$ cat src/rtl/core/utf8pc_pkg.sv
// Shared types, codes and helpers of the UTF-8 page cutter.
`default_nettype none

package utf8pc_pkg;

  // Largest page any request may ask for, whatever the page limit register holds.
  localparam logic [20:0] MAX_PAGE = 21'd65536;

  // Depth of the queue between the front and the back.
  localparam int QUEUE_DEPTH_DEFAULT = 2;

  // Configuration register indexes.
  localparam logic REG_PAGE_BYTE_LIMIT     = 1'b0;
  localparam logic REG_SESSION_BYTE_BUDGET = 1'b1;

  localparam logic [16:0] PAGE_BYTE_LIMIT_RESET     = 17'd4096;
  localparam logic [47:0] SESSION_BYTE_BUDGET_RESET = 48'd1048576;

  // Result status codes.
  localparam logic [2:0] STATUS_OK      = 3'd0;
  localparam logic [2:0] STATUS_LIMIT   = 3'd1;
  localparam logic [2:0] STATUS_CURSOR  = 3'd2;
  localparam logic [2:0] STATUS_INVALID = 3'd3;
  localparam logic [2:0] STATUS_BUDGET  = 3'd4;

  // Item kinds.
  localparam logic KIND_START = 1'b0;
  localparam logic KIND_BYTE  = 1'b1;

  typedef struct packed {
    logic        kind;
    logic [19:0] request_limit;
    logic [47:0] bytes_remaining;
    logic [7:0]  data_byte;
    logic        window_end;
  } req_t;

  typedef struct packed {
    logic [2:0]  status;
    logic [16:0] page_bytes;
    logic        end_of_resource;
    logic [47:0] total_delivered;
  } res_t;

  // One classified item as it waits in the queue.
  typedef struct packed {
    logic        kind;
    logic        limit_bad;
    logic        rem_zero;
    logic [19:0] request_limit;
    logic [47:0] bytes_remaining;
    logic [7:0]  data_byte;
    logic        window_end;
    logic [2:0]  seq_n;
    logic        is_cont;
    logic        lt_a0;
    logic        lt_90;
    logic        gt_8f;
  } entry_t;

  // Length of the sequence that a lead byte opens; zero for a byte that cannot lead.
  function automatic logic [2:0] seq_len(input logic [7:0] b);
    logic [2:0] n;
    if (b <= 8'h7F) begin
      n = 3'd1;
    end else if (b >= 8'hC2 && b <= 8'hDF) begin
      n = 3'd2;
    end else if (b >= 8'hE0 && b <= 8'hEF) begin
      n = 3'd3;
    end else if (b >= 8'hF0 && b <= 8'hF4) begin
      n = 3'd4;
    end else begin
      n = 3'd0;
    end
    return n;
  endfunction

endpackage

`default_nettype wire

$ cat src/rtl/core/utf8pc_front.sv
// Front end: classifies each incoming item before it enters the queue.
`default_nettype none

module utf8pc_front (
  input  utf8pc_pkg::req_t   req,
  input  logic [16:0]        page_byte_limit,
  output utf8pc_pkg::entry_t entry
);
  import utf8pc_pkg::*;

  always_comb begin
    entry.kind            = req.kind;
    entry.request_limit   = req.request_limit;
    entry.bytes_remaining = req.bytes_remaining;
    entry.data_byte       = req.data_byte;
    entry.window_end      = req.window_end;
    entry.limit_bad       = (req.request_limit == 20'd0) ||
                            (req.request_limit > {3'd0, page_byte_limit}) ||
                            ({1'b0, req.request_limit} > MAX_PAGE);
    entry.rem_zero        = (req.bytes_remaining == 48'd0);
    entry.seq_n           = seq_len(req.data_byte);
    entry.is_cont         = (req.data_byte & 8'hC0) == 8'h80;
    // Range flags for the second byte after the lead bytes with narrowed ranges.
    entry.lt_a0           = req.data_byte < 8'hA0;
    entry.lt_90           = req.data_byte < 8'h90;
    entry.gt_8f           = req.data_byte > 8'h8F;
  end

endmodule

`default_nettype wire

$ cat src/rtl/core/utf8pc_queue.sv
// Short queue of classified items between the front and the back.
`default_nettype none

module utf8pc_queue #(
  parameter int DEPTH = utf8pc_pkg::QUEUE_DEPTH_DEFAULT
) (
  input  logic               clk,
  input  logic               rst,
  input  logic               push,
  input  utf8pc_pkg::entry_t push_data,
  output logic               full,
  input  logic               pop,
  output utf8pc_pkg::entry_t pop_data,
  output logic               empty
);
  import utf8pc_pkg::*;

  localparam int PW = $clog2(DEPTH);
  localparam int CW = $clog2(DEPTH + 1);
  localparam logic [PW-1:0] LAST = PW'(DEPTH - 1);
  localparam logic [CW-1:0] FULL_COUNT = CW'(DEPTH);

  entry_t        slots [DEPTH];
  logic [PW-1:0] wr_ptr;
  logic [PW-1:0] rd_ptr;
  logic [CW-1:0] count;

  assign full     = (count == FULL_COUNT);
  assign empty    = (count == '0);
  assign pop_data = slots[rd_ptr];

  always_ff @(posedge clk) begin
    if (push) begin
      slots[wr_ptr] <= push_data;
    end
  end

  always_ff @(posedge clk) begin
    if (rst) begin
      wr_ptr <= '0;
      rd_ptr <= '0;
      count  <= '0;
    end else begin
      if (push) begin
        wr_ptr <= (wr_ptr == LAST) ? '0 : wr_ptr + PW'(1);
      end
      if (pop) begin
        rd_ptr <= (rd_ptr == LAST) ? '0 : rd_ptr + PW'(1);
      end
      if (push && !pop) begin
        count <= count + CW'(1);
      end else if (pop && !push) begin
        count <= count - CW'(1);
      end
    end
  end

endmodule

`default_nettype wire

$ cat src/rtl/core/utf8pc_back.sv
// Back end: page state, UTF-8 checks, budget accounting and the result register.
`default_nettype none

module utf8pc_back (
  input  logic               clk,
  input  logic               rst,
  input  logic               entry_valid,
  input  utf8pc_pkg::entry_t entry,
  output logic               entry_take,
  input  logic [47:0]        session_byte_budget,
  output logic               res_valid,
  input  logic               res_stall,
  output utf8pc_pkg::res_t   res
);
  import utf8pc_pkg::*;

  logic [47:0] delivered_total, delivered_total_next;
  logic [19:0] active_limit, active_limit_next;
  logic [47:0] left_in_resource, left_in_resource_next;
  logic [19:0] byte_position, byte_position_next;
  logic [19:0] committed_size, committed_size_next;
  logic [1:0]  pending, pending_next;
  logic [7:0]  lead_byte, lead_byte_next;
  logic        straddling, straddling_next;
  logic        page_decided, page_decided_next;
  logic [2:0]  fault_code, fault_code_next;
  // Budget minus delivered; the top bit set means the budget is already overrun.
  logic [48:0] headroom;

  logic        emit;
  logic [2:0]  st;
  logic [19:0] pg;
  logic        eor;
  logic        bad;
  logic [19:0] pos_inc;
  logic [2:0]  lead_len;
  logic [2:0]  more;

  assign entry_take = entry_valid && (!res_valid || !res_stall);
  assign pos_inc    = byte_position + 20'd1;
  assign lead_len   = seq_len(lead_byte);
  assign more       = entry.seq_n - 3'd1;

  always_comb begin
    delivered_total_next  = delivered_total;
    active_limit_next     = active_limit;
    left_in_resource_next = left_in_resource;
    byte_position_next    = byte_position;
    committed_size_next   = committed_size;
    pending_next          = pending;
    lead_byte_next        = lead_byte;
    straddling_next       = straddling;
    page_decided_next     = page_decided;
    fault_code_next       = fault_code;
    emit                  = 1'b0;
    st                    = STATUS_OK;
    pg                    = 20'd0;
    eor                   = 1'b0;
    bad                   = 1'b0;
    if (entry_take) begin
      if (entry.kind == KIND_START) begin
        active_limit_next     = 20'd0;
        left_in_resource_next = 48'd0;
        byte_position_next    = 20'd0;
        committed_size_next   = 20'd0;
        pending_next          = 2'd0;
        lead_byte_next        = 8'd0;
        straddling_next       = 1'b0;
        page_decided_next     = 1'b0;
        fault_code_next       = STATUS_OK;
        if (entry.limit_bad) begin
          emit = 1'b1;
          st   = STATUS_LIMIT;
        end else if (entry.rem_zero) begin
          emit = 1'b1;
          eor  = 1'b1;
        end else begin
          active_limit_next     = entry.request_limit;
          left_in_resource_next = entry.bytes_remaining;
        end
      end else if (active_limit != 20'd0) begin
        if (fault_code == STATUS_OK && !page_decided) begin
          if (pending == 2'd0) begin
            if (byte_position >= active_limit) begin
              page_decided_next = 1'b1;
            end else if (byte_position == 20'd0 && entry.is_cont) begin
              fault_code_next = STATUS_CURSOR;
            end else if (entry.seq_n == 3'd0) begin
              fault_code_next = STATUS_INVALID;
            end else if (entry.seq_n == 3'd1) begin
              committed_size_next = pos_inc;
            end else begin
              pending_next    = more[1:0];
              lead_byte_next  = entry.data_byte;
              straddling_next = ({1'b0, byte_position} + {18'd0, entry.seq_n}) >
                                {1'b0, active_limit};
            end
          end else begin
            bad = !entry.is_cont;
            // The first continuation after some lead bytes has a narrower range.
            if (({1'b0, pending} + 3'd1) == lead_len) begin
              if (lead_byte == 8'hE0 && entry.lt_a0) bad = 1'b1;
              if (lead_byte == 8'hED && !entry.lt_a0) bad = 1'b1;
              if (lead_byte == 8'hF0 && entry.lt_90) bad = 1'b1;
              if (lead_byte == 8'hF4 && entry.gt_8f) bad = 1'b1;
            end
            if (bad) begin
              fault_code_next = STATUS_INVALID;
            end else begin
              pending_next = pending - 2'd1;
              if (pending == 2'd1) begin
                if (straddling) begin
                  page_decided_next = 1'b1;
                end else begin
                  committed_size_next = pos_inc;
                end
              end
            end
          end
          if (byte_position != 20'hFFFFF) begin
            byte_position_next = pos_inc;
          end
        end
        if (entry.window_end) begin
          emit = 1'b1;
          st   = fault_code_next;
          if (st == STATUS_OK && pending_next != 2'd0 && !page_decided_next) begin
            st = STATUS_INVALID;
          end
          if (st == STATUS_OK && committed_size_next == 20'd0) begin
            st = STATUS_LIMIT;
          end
          if (st == STATUS_OK &&
              (headroom[48] || ({28'd0, committed_size_next} > headroom[47:0]))) begin
            st = STATUS_BUDGET;
          end
          if (st == STATUS_OK) begin
            delivered_total_next = delivered_total + {28'd0, committed_size_next};
            pg                   = committed_size_next;
            eor                  = ({28'd0, committed_size_next} == left_in_resource);
          end
          active_limit_next     = 20'd0;
          left_in_resource_next = 48'd0;
          byte_position_next    = 20'd0;
          committed_size_next   = 20'd0;
          pending_next          = 2'd0;
          lead_byte_next        = 8'd0;
          straddling_next       = 1'b0;
          page_decided_next     = 1'b0;
          fault_code_next       = STATUS_OK;
        end
      end
    end
  end

  always_ff @(posedge clk) begin
    if (rst) begin
      delivered_total  <= 48'd0;
      active_limit     <= 20'd0;
      left_in_resource <= 48'd0;
      byte_position    <= 20'd0;
      committed_size   <= 20'd0;
      pending          <= 2'd0;
      lead_byte        <= 8'd0;
      straddling       <= 1'b0;
      page_decided     <= 1'b0;
      fault_code       <= STATUS_OK;
      headroom         <= {1'b0, SESSION_BYTE_BUDGET_RESET};
      res_valid        <= 1'b0;
    end else begin
      delivered_total  <= delivered_total_next;
      active_limit     <= active_limit_next;
      left_in_resource <= left_in_resource_next;
      byte_position    <= byte_position_next;
      committed_size   <= committed_size_next;
      pending          <= pending_next;
      lead_byte        <= lead_byte_next;
      straddling       <= straddling_next;
      page_decided     <= page_decided_next;
      fault_code       <= fault_code_next;
      // A start item always separates two budget checks, so registering the headroom is safe.
      headroom         <= {1'b0, session_byte_budget} - {1'b0, delivered_total};
      if (emit) begin
        res_valid <= 1'b1;
      end else if (!res_stall) begin
        res_valid <= 1'b0;
      end
    end
  end

  always_ff @(posedge clk) begin
    if (emit) begin
      res.status          <= st;
      res.page_bytes      <= pg[16:0];
      res.end_of_resource <= eor;
      res.total_delivered <= delivered_total_next;
    end
  end

endmodule

`default_nettype wire

$ cat src/rtl/core/utf8_page_cutter.sv
// Top level of the strict UTF-8 page cutter with session byte budget.
//
//   channel  direction  handshake              payload
//   req      in         req_valid / req_stall  req (req_t)
//   res      out        res_valid / res_stall  res (res_t)
//   cfg      in         cfg_write              cfg_index, cfg_data
//
// One item is taken per cycle while the queue is not full. Each item is written into the queue;
// the back end takes it from the queue when no result is held, and its state update registers
// any result that the item causes in the result register.
// Synchronous reset clears the queue, the page state, the delivered total and the
// result valid flag, and loads the register reset values.
// A held result stalls the back end; the queue of QUEUE_DEPTH items then fills and
// req_stall rises only when it is full.
`default_nettype none

module utf8_page_cutter #(
  parameter int QUEUE_DEPTH = utf8pc_pkg::QUEUE_DEPTH_DEFAULT
) (
  input  logic             clk,
  input  logic             rst,
  input  logic             req_valid,
  output logic             req_stall,
  input  utf8pc_pkg::req_t req,
  output logic             res_valid,
  input  logic             res_stall,
  output utf8pc_pkg::res_t res,
  input  logic             cfg_write,
  input  logic             cfg_index,
  input  logic [47:0]      cfg_data
);
  import utf8pc_pkg::*;

  logic [16:0] page_byte_limit;
  logic [47:0] session_byte_budget;
  entry_t      front_entry;
  entry_t      queue_entry;
  logic        queue_full;
  logic        queue_empty;
  logic        queue_pop;

  always_ff @(posedge clk) begin
    if (rst) begin
      page_byte_limit     <= PAGE_BYTE_LIMIT_RESET;
      session_byte_budget <= SESSION_BYTE_BUDGET_RESET;
    end else if (cfg_write) begin
      case (cfg_index)
        REG_PAGE_BYTE_LIMIT: page_byte_limit <= cfg_data[16:0];
        REG_SESSION_BYTE_BUDGET: session_byte_budget <= cfg_data;
        default: ;
      endcase
    end
  end

  assign req_stall = queue_full;

  utf8pc_front u_front (
    .req             (req),
    .page_byte_limit (page_byte_limit),
    .entry           (front_entry)
  );

  utf8pc_queue #(
    .DEPTH (QUEUE_DEPTH)
  ) u_queue (
    .clk       (clk),
    .rst       (rst),
    .push      (req_valid && !queue_full),
    .push_data (front_entry),
    .full      (queue_full),
    .pop       (queue_pop),
    .pop_data  (queue_entry),
    .empty     (queue_empty)
  );

  utf8pc_back u_back (
    .clk                 (clk),
    .rst                 (rst),
    .entry_valid         (!queue_empty),
    .entry               (queue_entry),
    .entry_take          (queue_pop),
    .session_byte_budget (session_byte_budget),
    .res_valid           (res_valid),
    .res_stall           (res_stall),
    .res                 (res)
  );

endmodule

`default_nettype wire

$ cat config.mk
export PLATFORM = sky130hd
export DESIGN_NAME = utf8_page_cutter
export DESIGN_NICKNAME = d
export VERILOG_FILES = /design/src/rtl/core/utf8pc_pkg.sv /design/src/rtl/core/utf8pc_front.sv /design/src/rtl/core/utf8pc_queue.sv /design/src/rtl/core/utf8pc_back.sv /design/src/rtl/core/utf8_page_cutter.sv
export SDC_FILE = /design/constraint.sdc
export NUM_CORES = 1
export LEC_CHECK = 0
export BUFFER_PORTS_ARGS = -buffer_cell sky130_fd_sc_hd__buf_2
export CORE_MARGIN = 3
export CORE_UTILIZATION = 40
export DETAILED_ROUTE_END_ITERATION = 16
export PLACE_DENSITY_LB_ADDON = 0.1
export RECOVER_POWER = 25
export SLEW_MARGIN = 0
export SYNTH_ARGS = -nofsm -noshare
export SYNTH_HDL_FRONTEND = slang
export SYNTH_SLANG_ARGS = --single-unit
$ cat constraint.sdc
create_clock -name clk -period 7.4 [get_ports clk]
set_input_delay 1.48 -clock clk [delete_from_list [all_inputs] [get_ports clk]]
set_output_delay 1.48 -clock clk [all_outputs]
set_load 0.03 [all_outputs]
; ---- After elaboration in Yosys (flattened, before gate mapping)
; Memory sizes are Yosys's and may differ from the RTL's. A register that Yosys moved wholly into a read port is not among the register bits.
; Index checks and enable logic that the tools add are counted.
[totals]
elab_cells = 281
inputBits = 132
mem_bits_rw = 174
regBits = 359
memories = 1
out_inout_bits = 71
[classes]
eq_ne = 21
n_mux = 148
bitwise_logic = 1
reduce_logical = 56
addsub = 11
n_lt_le_gt_ge = 22
[mem_list]
columns = memory, words, word_bits, read_ports, rd_clocked_by_memory_dff, wr, line_no
row1 = u_queue.slots, 2, 87, 1, 1, 1, utf8pc_queue.sv:23  ; entry_t slots [DEPTH];
[ops]
columns = op, count
row1 = $mux 20, 25
row2 = $mux 48, 10
row3 = $mux 3, 38
row4 = $mux 8, 9
row5 = $logic_not 20->1, 3
row6 = $mux 1, 51
row7 = $sub 48x48->49, 1
row8 = $add 48x20->48, 1
row9 = $eq 20x48->1, 1
row10 = $ge 8x8->1 const B, 6
row11 = $gt 20x48->1, 1
row12 = $le 8x8->1 const B, 6
row13 = $logic_not 48->1, 1
row14 = $eq 8x8->1 const B, 4
row15 = $mux 2, 15
row16 = $add 20x3->21, 1
row17 = $gt 21x20->1, 1
row18 = $ne 3x3->1 const B, 7
row19 = $add 20x1->20 const B, 1
row20 = $ge 20x20->1, 1
row21 = $gt 20x17->1, 1
row22 = $gt 20x17->1 const B, 1
row23 = $logic_and 1x1->1, 20
row24 = $ne 20x20->1 const B, 1
row25 = 25 further kinds, 53

; ---- Depth between registers and ports, before layout
[depth]
depth_word = 47
mapped_depth = 26
ltp_nobuf = 23

; ---- Modules after synthesis
; Synthesis repeated with hierarchy kept, for this count alone.
[unflattened]
hier_cells = 2830
hier_area_um2 = 28349.7
[modules_own_cells]
columns = module, area_per_inst_um2, cells_each, seq_area_each_um2, instances
row1 = utf8pc_back, 17695.7, 2083, 6496.2, 1
row2 = utf8pc_queue, 6603.8, 293, 5325.1, 1
row3 = utf8_page_cutter, 2787.7, 276, 1301.2, 1
row4 = utf8pc_front, 1262.5, 178, 0.0, 1

; ---- Worst setup path before layout
; OpenSTA, ideal clock, no wires.
[synth_path]
path_type = register -> register
from = register with a tool-made name
to = register, netlist name u_back.res[22]
n_path_buf = 6
period_less_slack_ps = 6159
arrival_time_ps = 5894
t_required_ps = 7134
path_stages_with_launch = 24
path_slack_ps = 1241
cell_sequence = dfxtp_1 buf_2 clkbuf_1 buf_1 mux2i_1 ha_1 nor4b_1 nand4_1 nand2_2 mux2_2 ha_1 a21o_1 a21o_1 a21oi_1 o21ai_0 a211o_1 o221ai_1 nor4b_4 or4b_1 buf_2 buf_2 clkbuf_1 o31ai_1 nand2_1

; ---- Worst setup path after layout
[layout_path]
from = register u_back.byte_position[17]
to = register u_back.delivered_total[41]
[layout_between]
elab_chain_len = 37
elab_cells_between_ends = 70
cone_classes = add/sub (2) / order compare (2) / mux (52) / reduce/logical (14)
[layout_lines]
columns = element, line_no
row1 = from (decl), utf8pc_back.sv:20  ; logic [19:0] byte_position, byte_position_next;
row2 = from (signal assigned), utf8pc_back.sv:174  ; byte_position <= byte_position_next;
row3 = "parallel branches: the longest is 32 deep, another holds $ge 20x20->1", -
row4 = $mux 48 (*), utf8pc_back.sv:137  ; if (st == STATUS_OK) begin
row5 = $mux 48 (*), utf8pc_back.sv:124  ; if (entry.window_end) begin
row6 = $mux 48 (*), utf8pc_back.sv:81  ; end else if (active_limit != 20'd0) begin
row7 = $mux 48 (*), utf8pc_back.sv:61  ; if (entry.kind == KIND_START) begin
row8 = $mux 48 (*), utf8pc_back.sv:60  ; if (entry_take) begin
row9 = to (signal assigned), utf8pc_back.sv:171  ; delivered_total <= delivered_total_next;
row10 = to (decl), utf8pc_back.sv:17  ; logic [47:0] delivered_total, delivered_total_next;
; Mark *: on every way between the ends. The select of a mux whose other input is x is not followed.
; A chain may end at the register's enable or synchronous reset.

==> run metrics <==
run status finished, violations left; violations in the final reports capacitance limit, slew limit; Power per Cell Area 273 mW/mm^2; number of input and output port buffers inserted 202; slowest cell on the critical path sky130_fd_sc_hd__or4b_4; cell type group with the largest total delay on the critical path simple AND/OR/NAND/NOR gates; endpoint class of the critical path register; reg-to-reg slack, setup 0.62 ns; sort of element at the start of the critical path register; launch instance of the worst register-to-register path u_back.byte_position[17]; Clock Skew 0.0226 ns; cell types occupying the most area after synthesis sky130_fd_sc_hd__edfxtp_1 27%, sky130_fd_sc_hd__dfxtp_1 22%, sky130_fd_sc_hd__ha_1 7.3%; compound-cell area share of the yosys netlist 13.6%; initial cell density of the core between 40% and 50%; max incr delay on CP ~0.73 ns; minimum clock period after layout 6.78 ns; total instance count after detailed placement about 3,700; Initial DRT Pass Iterations 5; data arrival at the endpoint of the critical path around 7.3 ns; Std-Cell Core Area 0.0661 mm^2; critical path fanouts, max 49; antenna violations before repair 7; RD Place Congestion between 0.8 and 0.9; Levels on crit path 20; share of the synthesized area in the top cell type 27.2%; Clk Latency, worst-skew pair 0.63 ns; unrepaired setup endpoints after global routing false; Area growth syn-to-layout 14.3%; LEAKAGE ~12 nW; Gates resized, CTS repair 0; simple-gate share of the synthesized area 17.6%; number of instances in the synthesized netlist 2,758; total of max-cap violations 2; dominant combinational cell family by area after synthesis simple AND/OR/NAND/NOR gates; number of nets in the synthesized netlist 3,049; hold buffer count at cts 0; maximum ir drop on the vdd rail about 190 uV; endpoints failing setup 0; cell taking the most area after synthesis sky130_fd_sc_hd__edfxtp_1; grt ovf 0; root buffer cell sky130_fd_sc_hd__clkbuf_16; largest net degree at the start of global routing around 120; number of global-route vias before repair 20,500; category of the critical setup timing path reg2reg; floorplan row count 94; clock buffer count from CTS 58; most frequent standard cell in the layout excluding fill and tap cells sky130_fd_sc_hd__dfxtp_1; total via count after detailed routing 21,300; clock tree from TritonCTS yes; CTS sink cnt roughly 530; HPWL Detailed between 50 and 60 mm; adder and majority gate portion of the synthesized area 7.49%; First DRT Iteration DRCs 1,515; WL final 77.3 mm; per-instance average area after synthesis 9.74 um^2; area of all placed cells without fillers roughly 0.031 mm^2; post-route fraction of the period consumed by the critical path about nine tenths; required arrival time at the worst endpoint 7.91 ns; total power 8.37 mW; most common flop cell mapped by yosys sky130_fd_sc_hd__dfxtp_1; kind of path behind the tightest hold check reg2reg; Final Max Tran Viols about 70; placed standard-cell area around 0.029 mm^2; post-synthesis async set-or-reset flop share 0%; post-layout net count 3,221; maximum frequency from static timing analysis ~150 MHz; io pins about 200; fraction of the yosys area taken by sequential cells about half; Die H approximately 270 um; final cell count without fillers a little under 4,000; remaining max-slew budget at the tightest pin -69.2%; Warnings, synthesis 0; fraction of synthesized cell area in xor and xnor cells 3.70%; Most Frequent Cell on Critical Path sky130_fd_sc_hd__nor2_1; number of buffer and inverter stages on the critical path 1; actual transition at the worst max-transition pin 2.54 ns; cell breakdown of the critical path ha_1 -> nand4_1 -> or4_1 -> o21a_1 -> and4_1 -> nor2_1 -> nor2_1 -> nor2_1 -> ha_1 -> a21o_1 -> a21oi_1 -> nor2b_1 -> o31ai_1 -> a21oi_1 -> o221ai_1 -> nor4b_4 -> buf_4 -> or4b_4 -> nor4_1 -> mux2_2; number of library cell types mapped by synthesis 81; count of final hold-check violations 0; most frequent cells in the layout 290 x sky130_fd_sc_hd__dfxtp_1, 272 x sky130_fd_sc_hd__nor2_1, 254 x sky130_fd_sc_hd__a21oi_1; wire length of the first global-routing pass roughly 120 mm; pre-CTS WS 0.747 ns; drt drc 0; via density per instance between 5 and 6; global routing usage summed across all routing layers between 20% and 30%; clock tree buffer depth 3; Die Wd 265 um; fraction of layout cells with a size suffix above 1 between 10% and 20%; antenna-violating nets left 0; number of flops mapped to enable cells by yosys 243; capturing element of the worst setup path u_back.delivered_total[41]; final worst-path setup slack just over 0.6 ns; multiplexer area fraction after synthesis 4.64%; Setup Fix Bufs, Post-CTS 0; critical path startpoint u_back.byte_position[17]; CTS HTree Levels 2; Syn Std Cell Area 0.0269 mm^2; number of storage elements in the synthesis netlist approximately 530; reg-to-reg critical path endpoint u_back.delivered_total[41]; average wire per cell in the routed design 20.1 um; post-CTS clock slew at the launch and capture registers of the worst setup and hold paths ~0.06 ns; path depth of the worst reg2reg path 20; floorplan die area 0.0703 mm^2; Sum Neg Setup Slack 0 ns
-- where the power goes --
| group | switching (mW) | internal, mW |
|---|---|---|
| Combinational | 1.21 | 0.546 |
| Clock | 1.25 | 1.77 |
| Sequential | 0.113 | 3.48 |
-- sequential cells by signal (all words and copies together), names as in the netlist, named ones only --
register / count
u_back.res_valid: 1
u_queue.count: 2
u_back.left_in_resource: 48
u_back.byte_position: 20
u_queue.rd_ptr: 1
u_back.committed_size: 20
u_back.res: 69
u_queue.slots: 174
u_back.lead_byte: 8
session_byte_budget: 48
page_byte_limit: 17
u_back.active_limit: 20
u_back.headroom: 49
u_back.delivered_total: 48
u_back.straddling: 1
u_back.pending: 2
u_queue.wr_ptr: 1
u_back.fault_code: 3
u_back.page_decided: 1
-- layout make-up --
type,instances,area (um^2)
fillers,6412,35400
clock buffers,77,1630
multi-input cells,1945,12700
well taps,864,1080
repair buffers,244,1240
flip-flops and latches,534,13100
diodes,3,7.51
clock inverters,33,390
inverters,147,552
-- Yosys cell counts, types with 7 or more instances --
cell / number
sky130_fd_sc_hd__a211oi_1: 18
sky130_fd_sc_hd__a21o_1: 73
sky130_fd_sc_hd__a21oi_1: 255
sky130_fd_sc_hd__a22oi_1: 42
sky130_fd_sc_hd__a31oi_1: 10
sky130_fd_sc_hd__and2_1: 31
sky130_fd_sc_hd__and3_1: 27
sky130_fd_sc_hd__buf_1: 11
sky130_fd_sc_hd__buf_2: 11
sky130_fd_sc_hd__clkbuf_1: 107
sky130_fd_sc_hd__dfxtp_1: 291
sky130_fd_sc_hd__edfxtp_1: 243
sky130_fd_sc_hd__ha_1: 156
sky130_fd_sc_hd__inv_1: 147
sky130_fd_sc_hd__mux2_2: 33
sky130_fd_sc_hd__mux2i_1: 84
sky130_fd_sc_hd__nand2_1: 234
sky130_fd_sc_hd__nand2b_1: 15
sky130_fd_sc_hd__nand3_1: 47
sky130_fd_sc_hd__nand4_1: 48
sky130_fd_sc_hd__nor2_1: 272
sky130_fd_sc_hd__nor2b_1: 24
sky130_fd_sc_hd__nor3_1: 119
sky130_fd_sc_hd__nor4_1: 61
sky130_fd_sc_hd__o211ai_1: 7
sky130_fd_sc_hd__o21a_1: 22
sky130_fd_sc_hd__o21ai_0: 70
sky130_fd_sc_hd__o21bai_1: 10
sky130_fd_sc_hd__o31ai_1: 28
sky130_fd_sc_hd__or2_2: 11
sky130_fd_sc_hd__or3_1: 14
sky130_fd_sc_hd__or4_1: 29
sky130_fd_sc_hd__xnor2_1: 67
sky130_fd_sc_hd__xor2_1: 44
-- metal layers --
layer,up-vias,part of all wire [%],global-route usage (%)
met2,589,45,33.6
li1,10300,-,-
met3,137,5.8,3.83
met4,6,3.4,7.57
met1,10200,46,30.0
met5,-,0.060,0
-- tightest hold or removal path: cells and delay by family (launching register included) --
family,cells,cell delay (ns)
compound gates,1,0.05
simple gates,1,0.05
flops,1,0.31
-- worst min path at each step --
| stage | slack, ns | to | cells after the start | startpoint |
|---|---|---|---|---|
| 4_1_cts | 0.46 | page_byte_limit[2] | 2 | page_byte_limit[2] |
| 2_1_floorplan | 0.44 | page_byte_limit[10] | 2 | page_byte_limit[10] |
| 3_3_place_gp | 0.45 | page_byte_limit[1] | 2 | page_byte_limit[1] |
| 5_1_grt | 0.48 | page_byte_limit[2] | 2 | page_byte_limit[2] |
| 6_report | 0.46 | session_byte_budget[41] | 2 | session_byte_budget[41] |
| 3_5_place_dp | 0.45 | session_byte_budget[41] | 2 | session_byte_budget[41] |
-- cells by family (layout without fill, tap and decap cells) --
| group | count (synthesis) | count (layout) |
|---|---|---|
| xor gates and xnor gates | 112 | 112 |
| muxes | 119 | 119 |
| AOI/OAI and AO/OA | 588 | 588 |
| other | 0 | 3 |
| and+or+nand+nor | 967 | 967 |
| adders and majority gates | 159 | 159 |
| buffers and inverters | 279 | 501 |
| DFF | 534 | 534 |
-- metrics by stage --
step	utilization, %	hold slack [ns]
after CTS	46.6	0.460
after detailed placement	43.6	0.452
after floorplan	-	0.436
after global routing	46.4	0.479
after global placement	43.6	0.447
final	46.5	0.460
(Power assumes the default switching activity.)
